--- config.mk ---
export PLATFORM = sky130hd
export DESIGN_NAME = eeg_serial_frame_deframer_top
export DESIGN_NICKNAME = d
export VERILOG_FILES = /design/src/hdl/esfd_pkg.sv /design/src/hdl/esfd_front.sv /design/src/hdl/esfd_frame_queue.sv /design/src/hdl/esfd_back.sv /design/src/hdl/eeg_serial_frame_deframer_top.sv
export SDC_FILE = /design/constraint.sdc
export NUM_CORES = 2
export LEC_CHECK = 0
export ABC_AREA = 1
export BUFFER_PORTS_ARGS = -buffer_cell sky130_fd_sc_hd__buf_2
export CORE_ASPECT_RATIO = 1.1
export CORE_MARGIN = 3
export CORE_UTILIZATION = 58
export CTS_CLUSTER_DIAMETER = 120
export DETAILED_ROUTE_END_ITERATION = 8
export PLACE_DENSITY = 0.78
export SLEW_MARGIN = 40
export SYNTH_ARGS = -nofsm -noshare
export SYNTH_HDL_FRONTEND = slang
export SYNTH_SLANG_ARGS = --single-unit
--- constraint.sdc ---
create_clock -name clk_i -period 6.21 [get_ports clk_i]
set_clock_uncertainty 0.15 [all_clocks]
set_input_delay 0.3105 -clock clk_i [delete_from_list [all_inputs] [get_ports clk_i]]
set_output_delay 0.3105 -clock clk_i [all_outputs]
set_load 0.01 [all_outputs]
--- src/hdl/esfd_pkg.sv ---
// Shared constants and control types for the serial EEG frame deframer.
`timescale 1ns / 1ps
package esfd_pkg;

  localparam int unsigned BYTE_W   = 8;
  localparam int unsigned SAMPLE_W = 24;
  localparam int unsigned SCALE_W  = 32;
  localparam int unsigned SCALED_W = 56;
  localparam int unsigned IDX_W    = 3;
  localparam int unsigned PROD_W   = SAMPLE_W + SCALE_W + 1;

  localparam logic [BYTE_W-1:0]  HDR0_BYTE   = 8'hC0;
  localparam logic [BYTE_W-1:0]  HDR1_BYTE   = 8'hA0;
  localparam logic [SCALE_W-1:0] SCALE_RESET = 32'h0100_0000;

  // front end to frame buffers
  typedef struct packed {
    logic we;
    logic commit;
  } wr_ctl_t;

  // back end to frame buffers
  typedef struct packed {
    logic re;
    logic pop;
  } rd_ctl_t;

  // frame buffer status
  typedef struct packed {
    logic full;
    logic avail;
  } q_stat_t;

endpackage

--- src/hdl/esfd_front.sv ---
// Byte parser: header hunt, sample assembly and trailer check.
`timescale 1ns / 1ps
module esfd_front
  import esfd_pkg::*;
#(
  parameter int unsigned CHANNELS      = 8,
  parameter int unsigned TRAILER_ZEROS = 6,
  parameter int unsigned CH_W          = 3
) (
  input  logic                clk_i,
  input  logic                rst_ni,
  input  logic                accept_i,
  input  logic [BYTE_W-1:0]   byte_i,
  output wr_ctl_t             wr_ctl_o,
  output logic [CH_W-1:0]     wr_ch_o,
  output logic [SAMPLE_W-1:0] wr_data_o
);

  localparam int unsigned TZ_W = (TRAILER_ZEROS > 1) ? $clog2(TRAILER_ZEROS) : 1;

  typedef enum logic [2:0] {
    ST_HUNT,
    ST_HDR1,
    ST_SKIP,
    ST_DATA,
    ST_PAD,
    ST_TRAIL
  } state_e;

  state_e            state_q, state_d;
  logic [1:0]        trip_q, trip_d;
  logic [15:0]       partial_q, partial_d;
  logic [CH_W-1:0]   ch_q, ch_d;
  logic [TZ_W-1:0]   tz_q, tz_d;

  always_comb begin
    state_d   = state_q;
    trip_d    = trip_q;
    partial_d = partial_q;
    ch_d      = ch_q;
    tz_d      = tz_q;
    wr_ctl_o  = '0;
    if (accept_i) begin
      unique case (state_q)
        ST_HUNT: begin
          if (byte_i == HDR0_BYTE) state_d = ST_HDR1;
        end
        ST_HDR1: begin
          if (byte_i == HDR1_BYTE) begin
            state_d   = ST_SKIP;
            trip_d    = '0;
            partial_d = '0;
            ch_d      = '0;
          end else begin
            state_d = ST_HUNT;
          end
        end
        ST_SKIP: state_d = ST_DATA;
        ST_DATA: begin
          if (trip_q < 2'd2) begin
            partial_d = {partial_q[7:0], byte_i};
            trip_d    = trip_q + 2'd1;
          end else begin
            wr_ctl_o.we = 1'b1;
            trip_d      = '0;
            partial_d   = '0;
            ch_d        = ch_q + CH_W'(1);
            if (ch_q == CH_W'(CHANNELS - 1)) state_d = ST_PAD;
          end
        end
        ST_PAD: begin
          state_d = ST_TRAIL;
          tz_d    = '0;
        end
        ST_TRAIL: begin
          if (byte_i != '0) begin
            state_d = ST_HUNT;
          end else if (tz_q == TZ_W'(TRAILER_ZEROS - 1)) begin
            wr_ctl_o.commit = 1'b1;
            state_d         = ST_HUNT;
          end else begin
            tz_d = tz_q + TZ_W'(1);
          end
        end
        default: state_d = ST_HUNT;
      endcase
    end
  end

  assign wr_ch_o   = ch_q;
  assign wr_data_o = {partial_q, byte_i};

  always_ff @(posedge clk_i or negedge rst_ni) begin
    if (!rst_ni) begin
      state_q   <= ST_HUNT;
      trip_q    <= '0;
      partial_q <= '0;
      ch_q      <= '0;
      tz_q      <= '0;
    end else begin
      state_q   <= state_d;
      trip_q    <= trip_d;
      partial_q <= partial_d;
      ch_q      <= ch_d;
      tz_q      <= tz_d;
    end
  end

endmodule

--- src/hdl/esfd_frame_queue.sv ---
// Two-frame sample buffer between parser and result stage.
`timescale 1ns / 1ps
module esfd_frame_queue
  import esfd_pkg::*;
#(
  parameter int unsigned CH_W = 3
) (
  input  logic                clk_i,
  input  logic                rst_ni,
  input  wr_ctl_t             wr_ctl_i,
  input  logic [CH_W-1:0]     wr_ch_i,
  input  logic [SAMPLE_W-1:0] wr_data_i,
  input  rd_ctl_t             rd_ctl_i,
  input  logic [CH_W-1:0]     rd_ch_i,
  output logic [SAMPLE_W-1:0] rd_data_o,
  output q_stat_t             stat_o
);

  localparam int unsigned AW    = CH_W + 1;
  localparam int unsigned DEPTH = 2 ** AW;

  logic [SAMPLE_W-1:0] mem_q [DEPTH];
  logic [SAMPLE_W-1:0] rd_data_q;
  logic [1:0]          count_q, count_d;
  logic                wr_sel_q, rd_sel_q;

  always_comb begin
    count_d = count_q;
    priority if (wr_ctl_i.commit && !rd_ctl_i.pop) begin
      count_d = count_q + 2'd1;
    end else if (!wr_ctl_i.commit && rd_ctl_i.pop) begin
      count_d = count_q - 2'd1;
    end
  end

  always_ff @(posedge clk_i or negedge rst_ni) begin
    if (!rst_ni) begin
      count_q  <= '0;
      wr_sel_q <= 1'b0;
      rd_sel_q <= 1'b0;
    end else begin
      count_q <= count_d;
      if (wr_ctl_i.commit) wr_sel_q <= ~wr_sel_q;
      if (rd_ctl_i.pop)    rd_sel_q <= ~rd_sel_q;
    end
  end

  always_ff @(posedge clk_i) begin
    if (wr_ctl_i.we) mem_q[{wr_sel_q, wr_ch_i}] <= wr_data_i;
    if (rd_ctl_i.re) rd_data_q <= mem_q[{rd_sel_q, rd_ch_i}];
  end

  assign rd_data_o    = rd_data_q;
  assign stat_o.full  = (count_q == 2'd2);
  assign stat_o.avail = (count_q != 2'd0);

endmodule

--- src/hdl/esfd_back.sv ---
// Result stage: drains frames, scales samples, drives the output register.
`timescale 1ns / 1ps
module esfd_back
  import esfd_pkg::*;
#(
  parameter int unsigned CHANNELS = 8,
  parameter int unsigned CH_W     = 3
) (
  input  logic                clk_i,
  input  logic                rst_ni,
  input  q_stat_t             stat_i,
  input  logic [SAMPLE_W-1:0] rd_data_i,
  output rd_ctl_t             rd_ctl_o,
  output logic [CH_W-1:0]     rd_ch_o,
  input  logic [SCALE_W-1:0]  scale_i,
  output logic                valid_o,
  input  logic                ready_i,
  output logic [IDX_W-1:0]    idx_o,
  output logic [SAMPLE_W-1:0] raw_o,
  output logic [SCALED_W-1:0] scaled_o,
  output logic                last_o
);

  logic                adv;
  logic                rd_last;
  logic [CH_W-1:0]     rd_ch_q;
  logic                s1_valid_q;
  logic [CH_W-1:0]     s1_ch_q;
  logic                s1_last_q;
  logic                out_valid_q;
  logic [IDX_W-1:0]    idx_q;
  logic [SAMPLE_W-1:0] raw_q;
  logic [SCALED_W-1:0] scaled_q;
  logic                last_q;
  logic [PROD_W-1:0]   prod;

  assign adv     = !out_valid_q || ready_i;
  assign rd_last = (rd_ch_q == CH_W'(CHANNELS - 1));

  assign rd_ctl_o.re  = adv && stat_i.avail;
  assign rd_ctl_o.pop = rd_ctl_o.re && rd_last;
  assign rd_ch_o      = rd_ch_q;

  // signed sample times unsigned coefficient, modulo 2^PROD_W
  assign prod = {{(PROD_W - SAMPLE_W){rd_data_i[SAMPLE_W-1]}}, rd_data_i}
              * {{(PROD_W - SCALE_W){1'b0}}, scale_i};

  always_ff @(posedge clk_i or negedge rst_ni) begin
    if (!rst_ni) begin
      rd_ch_q     <= '0;
      s1_valid_q  <= 1'b0;
      out_valid_q <= 1'b0;
    end else begin
      if (rd_ctl_o.re) rd_ch_q <= rd_last ? '0 : rd_ch_q + CH_W'(1);
      if (adv) begin
        s1_valid_q  <= stat_i.avail;
        out_valid_q <= s1_valid_q;
      end
    end
  end

  always_ff @(posedge clk_i) begin
    if (adv) begin
      s1_ch_q   <= rd_ch_q;
      s1_last_q <= rd_last;
      idx_q     <= IDX_W'(s1_ch_q);
      raw_q     <= rd_data_i;
      scaled_q  <= prod[SCALED_W-1:0];
      last_q    <= s1_last_q;
    end
  end

  assign valid_o  = out_valid_q;
  assign idx_o    = idx_q;
  assign raw_o    = raw_q;
  assign scaled_o = scaled_q;
  assign last_o   = last_q;

endmodule

--- src/hdl/eeg_serial_frame_deframer_top.sv ---
// Top level of the serial EEG frame deframer.
`timescale 1ns / 1ps
// Input stream: one received serial byte per word on s_axis. The parser hunts
// for C0 A0, skips one byte, assembles CHANNELS big-endian 24-bit samples,
// skips one byte and checks TRAILER_ZEROS zero bytes; any mismatch drops the
// frame and restarts the hunt.
// Output stream: CHANNELS words per good frame on m_axis, channel order,
// tlast on the final channel. Each carries the raw sample and the sample
// times scale_coeff (unsigned Q8.24), exact in 56 bits.
// After the last trailer byte, a frame's first word passes the read and output
// registers; then one word per cycle while m_axis_tready is high.
// Throughput: one input byte per cycle; set by the two-frame sample buffer,
// which holds a finished frame while the parser fills the other.
// Stalls: m_axis holds its word; input is held off (s_axis_tready low) only
// while both frame buffers hold undrained frames.
// Reset: parser hunting, buffers empty, scale_coeff = 1.0. scale_coeff is to be
// written through cfg_we_i / cfg_wdata_i only while idle; the block does not enforce it.
module eeg_serial_frame_deframer_top
  import esfd_pkg::*;
#(
  parameter int unsigned CHANNELS      = 8,
  parameter int unsigned TRAILER_ZEROS = 6
) (
  input  logic               clk_i,
  input  logic               rst_ni,
  input  logic               cfg_we_i,
  input  logic [SCALE_W-1:0] cfg_wdata_i,
  input  logic               s_axis_tvalid,
  output logic               s_axis_tready,
  input  logic [7:0]         s_axis_tdata,  // [7:0] rx_byte
  output logic               m_axis_tvalid,
  input  logic               m_axis_tready,
  output logic [87:0]        m_axis_tdata,  // [2:0] channel_index, [26:3] raw_sample,
                                            // [82:27] scaled_value, [87:83] zero
  output logic               m_axis_tlast   // last_in_frame
);

  localparam int unsigned CH_W = (CHANNELS > 1) ? $clog2(CHANNELS) : 1;

  logic [SCALE_W-1:0]  scale_q;
  logic                accept;
  wr_ctl_t             wr_ctl;
  logic [CH_W-1:0]     wr_ch;
  logic [SAMPLE_W-1:0] wr_data;
  rd_ctl_t             rd_ctl;
  logic [CH_W-1:0]     rd_ch;
  logic [SAMPLE_W-1:0] rd_data;
  q_stat_t             q_stat;
  logic [IDX_W-1:0]    idx;
  logic [SAMPLE_W-1:0] raw;
  logic [SCALED_W-1:0] scaled;

  always_ff @(posedge clk_i or negedge rst_ni) begin
    if (!rst_ni) begin
      scale_q <= SCALE_RESET;
    end else if (cfg_we_i) begin
      scale_q <= cfg_wdata_i;
    end
  end

  assign s_axis_tready = !q_stat.full;
  assign accept        = s_axis_tvalid && s_axis_tready;

  esfd_front #(
    .CHANNELS     (CHANNELS),
    .TRAILER_ZEROS(TRAILER_ZEROS),
    .CH_W         (CH_W)
  ) u_front (
    .clk_i    (clk_i),
    .rst_ni   (rst_ni),
    .accept_i (accept),
    .byte_i   (s_axis_tdata),
    .wr_ctl_o (wr_ctl),
    .wr_ch_o  (wr_ch),
    .wr_data_o(wr_data)
  );

  esfd_frame_queue #(
    .CH_W(CH_W)
  ) u_queue (
    .clk_i    (clk_i),
    .rst_ni   (rst_ni),
    .wr_ctl_i (wr_ctl),
    .wr_ch_i  (wr_ch),
    .wr_data_i(wr_data),
    .rd_ctl_i (rd_ctl),
    .rd_ch_i  (rd_ch),
    .rd_data_o(rd_data),
    .stat_o   (q_stat)
  );

  esfd_back #(
    .CHANNELS(CHANNELS),
    .CH_W    (CH_W)
  ) u_back (
    .clk_i    (clk_i),
    .rst_ni   (rst_ni),
    .stat_i   (q_stat),
    .rd_data_i(rd_data),
    .rd_ctl_o (rd_ctl),
    .rd_ch_o  (rd_ch),
    .scale_i  (scale_q),
    .valid_o  (m_axis_tvalid),
    .ready_i  (m_axis_tready),
    .idx_o    (idx),
    .raw_o    (raw),
    .scaled_o (scaled),
    .last_o   (m_axis_tlast)
  );

  assign m_axis_tdata = {5'b0, scaled, raw, idx};

`ifndef SYNTHESIS
  a_commit_not_full: assert property (@(posedge clk_i) disable iff (!rst_ni)
    wr_ctl.commit |-> !q_stat.full)
    else $error("frame committed into full buffer");

  a_pop_needs_frame: assert property (@(posedge clk_i) disable iff (!rst_ni)
    rd_ctl.re |-> q_stat.avail)
    else $error("read from empty buffer");

  a_last_channel: assert property (@(posedge clk_i) disable iff (!rst_ni)
    (m_axis_tvalid && m_axis_tlast) |-> (m_axis_tdata[2:0] == IDX_W'(CHANNELS - 1)))
    else $error("tlast on wrong channel");
`endif

endmodule

==> summary.md <==
Average wire per standard cell: 21.7 um. Global routing used 31.7% of the available tracks across all layers. Type of the tightest min-delay check: input port to register. TritonCTS built the clock tree.

The tools report the number of antenna violations at the first check in global routing as 3. For the deepest level of the CTS H-tree, the log shows 2. After legalization and detailed placement, the total HPWL measured 98100 um. For this run, the leading register cell type out of synthesis is edfxtp_1. For the detailed-route DRC error count, the log shows 0. The Yosys step of the flow raised 0 warnings. CTS placed an instance of clkbuf_16 at the clock tree root.

The logs give 5574 for the number of filler cells placed in the layout and 46.1% for the headroom to the max-slew limit. Relative to the synthesized area, the layout overhead comes to 18.6%. The initial standard-cell utilization of the core came out at 58.9%. The die covers 0.0871 mm2.

The count of nets left with antenna violations once routing finished came out at 0. By count the netlist is led by inv_1 (1313), nand2_1 (1250), fa_1 (658). In the detailed route, the total length drawn on met3 is 12700 um.

A synthesized cell averages 9.49 um2. After detailed routing, the met2 layer carries 70800 um of wire. Yosys attributes the largest share of cell area to edfxtp_1 (31%), fa_1 (27%), inv_1 (10%). The count of input and output buffers was 130; the via count of the first global-routing pass was 39400. Final RePlAce weighted congestion: 0.971.

Synthesis produced a netlist whose cell count is 5111. Type of the worst setup path: register to register. For the number of hold violations in the final report, the log shows 0. Setup repair after global routing could not meet its margin everywhere. Data arrives at the worst endpoint at 6.62 ns.

The finished cells cover 0.0575 mm2. The leftover overflow at the end of global routing is 0. The cell at the slowest stage of the critical path was fa_2. After the last flow step, the layout net total stands at 6404. The biggest area contributor in the post-synthesis netlist is edfxtp_1. The later-pin clock latency in the skew report was 0.66 ns.

Along the worst path, the maximum fanout reaches 12. After synthesis, the largest area contributor takes up 30.7% of total cell area. The post-synthesis async set-or-reset flop share works out to 12.1%. For the final-report max-slew violation count, the log shows 0.

Cell repeated most along the worst path: inv_1. Across all layers, the routed design uses 37500 vias. For this design the top-level I/O count stands at 136. On the worst path, the slowest cell contributes a delay of 0.63 ns. From bottom edge to top edge, the die measures 309 um.

In the final layout, the share of cells above drive strength 1 is 19.2%. The placed cell area came out at 0.0526 mm2. Post-synthesis sequential element count: 564. At the worst endpoint, the required time is 6.47 ns. The mapped netlist covers 0.0485 mm2. The total number of placement rows was 110.

The first detailed-routing pass ran for 7 iterations. Worst hold margin: 0.0357 ns. Max-cap violations in this run came to 0. The tools report the worst setup margin as -0.152 ns. The flow ran to the end, but the final reports show violations. Counting flops with a built-in enable in the synthesized netlist gives 496. After layout, the worst path uses 102% of the clock period. For the final routed database, the setup TNS stands at -2.49 ns. The logs give 157 MHz for the maximum achievable frequency and 143000 um for the total wirelength of the detailed-routed design. The top metal layer carrying routed signals was met5. Walking the worst path, the cells encountered are buf_12 > buf_16 > nand2_1 > inv_1 > fa_1 > inv_1 > fa_1 > inv_1 > fa_1 > fa_2 > fa_2 > fa_1 > inv_1 > fa_1 > inv_1 > ha_4 > nand2_2 > inv_1 > a21oi_2 > buf_4 > nand2_2 > nand3b_1 > buf_4 > xor2_1. The clock sink count is 564.

The tools report the kind of start point of the critical path as a register. The share of the yosys chip area belonging to registers came out at 34.2%. Total clock buffers created by CTS: 56.

The number of distinct library cell variants in the gate-level netlist after synthesis was 49; the final setup violation count was 30. The final reports fail on setup timing. The kind of cell with the highest combined delay on the critical path is adder cells.

The tools report the nature of the critical path endpoint as a register. The routed length on met1 was 47500 um. In this run the deepest clock path goes through 3 buffers.

The most frequent cell after synthesis is inv_1. Entering global routing, the biggest net connects 99 pins. The overall die width works out to 282 um. The final critical delay including setup and external delays came out at 6.36 ns. The number of buffers and inverters on the critical path is 10. The initial DRC count is 3845. Clock-pin slew was measured on the worst setup and hold paths at 0.07 ns. At the pin with the least slew margin, the transition time is 0.808 ns. Using the TritonRoute via totals, the vias-per-cell ratio works out to 5.69. The logs give 211000 um for the wire length of the first global-routing pass and 0.0823 mm2 for the placeable core area.
[tightest hold or removal path: cells and delay by family]
| family | cells | cell delay (ns) |
|---|---|---|
| AOI/OAI and AO/OA | 1 | 0.07 |
| and+or+nand+nor | 1 | 0.11 |
| buffers and inverters | 1 | 0.27 |
[cell type report]
cell class / instances / area, um2 / share of cell area, %
Multi-Input combinational cell: 2992 / 27500 / 47.9
Sequential cell: 564 / 16600 / 28.9
Timing Repair Buffer: 544 / 5050 / 8.79
Inverter: 1321 / 4980 / 8.67
Clock buffer: 64 / 1460 / 2.54
Tap cell: 1064 / 1330 / 2.32
Clock inverter: 40 / 487 / 0.847
Antenna cell: 2 / 5.00 / 0.00871
[worst paths after layout]
| check | startpoint | end | slack (ns) | cells past startpoint |
|---|---|---|---|---|
| min in group asynchronous | rst_ni | u_front.partial_q[4] | 0.17 | 3 |
| max in group asynchronous | rst_ni | u_front.partial_q[0] | 5.03 | 3 |
| worst min register to register | u_back.s1_ch_q[1] | u_back.idx_o[1] | 0.27 | 0 |
| worst min-delay path | cfg_we_i | scale_q[27] | 0.04 | 3 |
| worst max register to register | scale_q[13] | u_back.scaled_o[28] | -0.15 | 24 |
| worst max-delay path | scale_q[13] | u_back.scaled_o[28] | -0.15 | 24 |
[layout by cell type, fill, tap and decap left out, types with 8 or more instances in the layout]
cell	count
inv_1	1234
nand2_1	1125
fa_1	608
edfxtp_1	496
buf_4	270
nor2_1	190
ha_1	190
buf_2	128
o21ai_0	125
nand2_2	106
nand3_1	94
mux2i_1	80
o221ai_1	80
inv_2	78
clkbuf_16	69
buf_12	66
dfrtp_1	57
fa_2	50
dlygate4sd3_1	42
nor2_4	31
ha_4	30
xor2_1	27
nor2_2	25
nand2_4	25
a21oi_1	25
buf_6	22
a21oi_2	19
mux2_2	19
o32ai_1	16
o211ai_1	16
nor3_2	15
nand3_2	13
nand4_1	13
clkinv_2	12
nor3_4	11
xnor2_1	8
bufinv_16	8
dfrtp_2	8
[routing by layer]
metal	GRT usage, %	vias up
li1	-	16100
met1	36.0	18300
met2	55.7	2233
met5	0	-
met3	4.85	771
met4	21.2	2
[through the flow]
stage	utilization, %	setup slack, ns	std cells
6_report	69.8	-0.152	6591
5_1_grt	69.8	-0.416	6590
4_1_cts	68.0	-0.0382	6537
3_5_place_dp	63.9	-0.274	6375
3_3_place_gp	63.8	-0.240	6374
2_1_floorplan	-	0.0293	5115
[cell families after synthesis]
| family | share of synthesized area (%) |
|---|---|
| and+or+nand+nor | 13.7 |
| buffers and inverters | 12.3 |
| adders and majority gates | 32.9 |
| DFF | 34.2 |
| AOI/OAI and AO/OA | 4.00 |
| muxes | 2.09 |
| xor gates and xnor gates | 0.723 |
| other | 0.00773 |
[what timing repair did]
| item | CTS | global route |
|---|---|---|
| gates cloned | 3 | 14 |
| pin swaps | 82 | 117 |
| hold buffers | 42 | 0 |
| hold endpoints to repair | 232 | 0 |
| buffers inserted | 13 | 40 |
| setup endpoints to repair | 38 | 43 |
| gates resized for setup | 203 | 288 |
[registers in the layout, summed over array words and instances (netlist names), 2 cells and up]
signal and flops:
u_queue.mem_q 384, u_back.scaled_o 56, scale_q 32, u_back.raw_o 24
u_queue.rd_data_o 24, u_front.partial_q 16, u_back.idx_o 3, u_back.rd_ch_o 3
u_back.s1_ch_q 3, u_front.state_q 3, u_front.tz_q 3, u_front.wr_ch_o 3
u_front.trip_q 2, u_queue.count_q 2
Power is not shown: default switching activity piles up to over one toggle a cycle in this logic, so the estimate is an artifact.
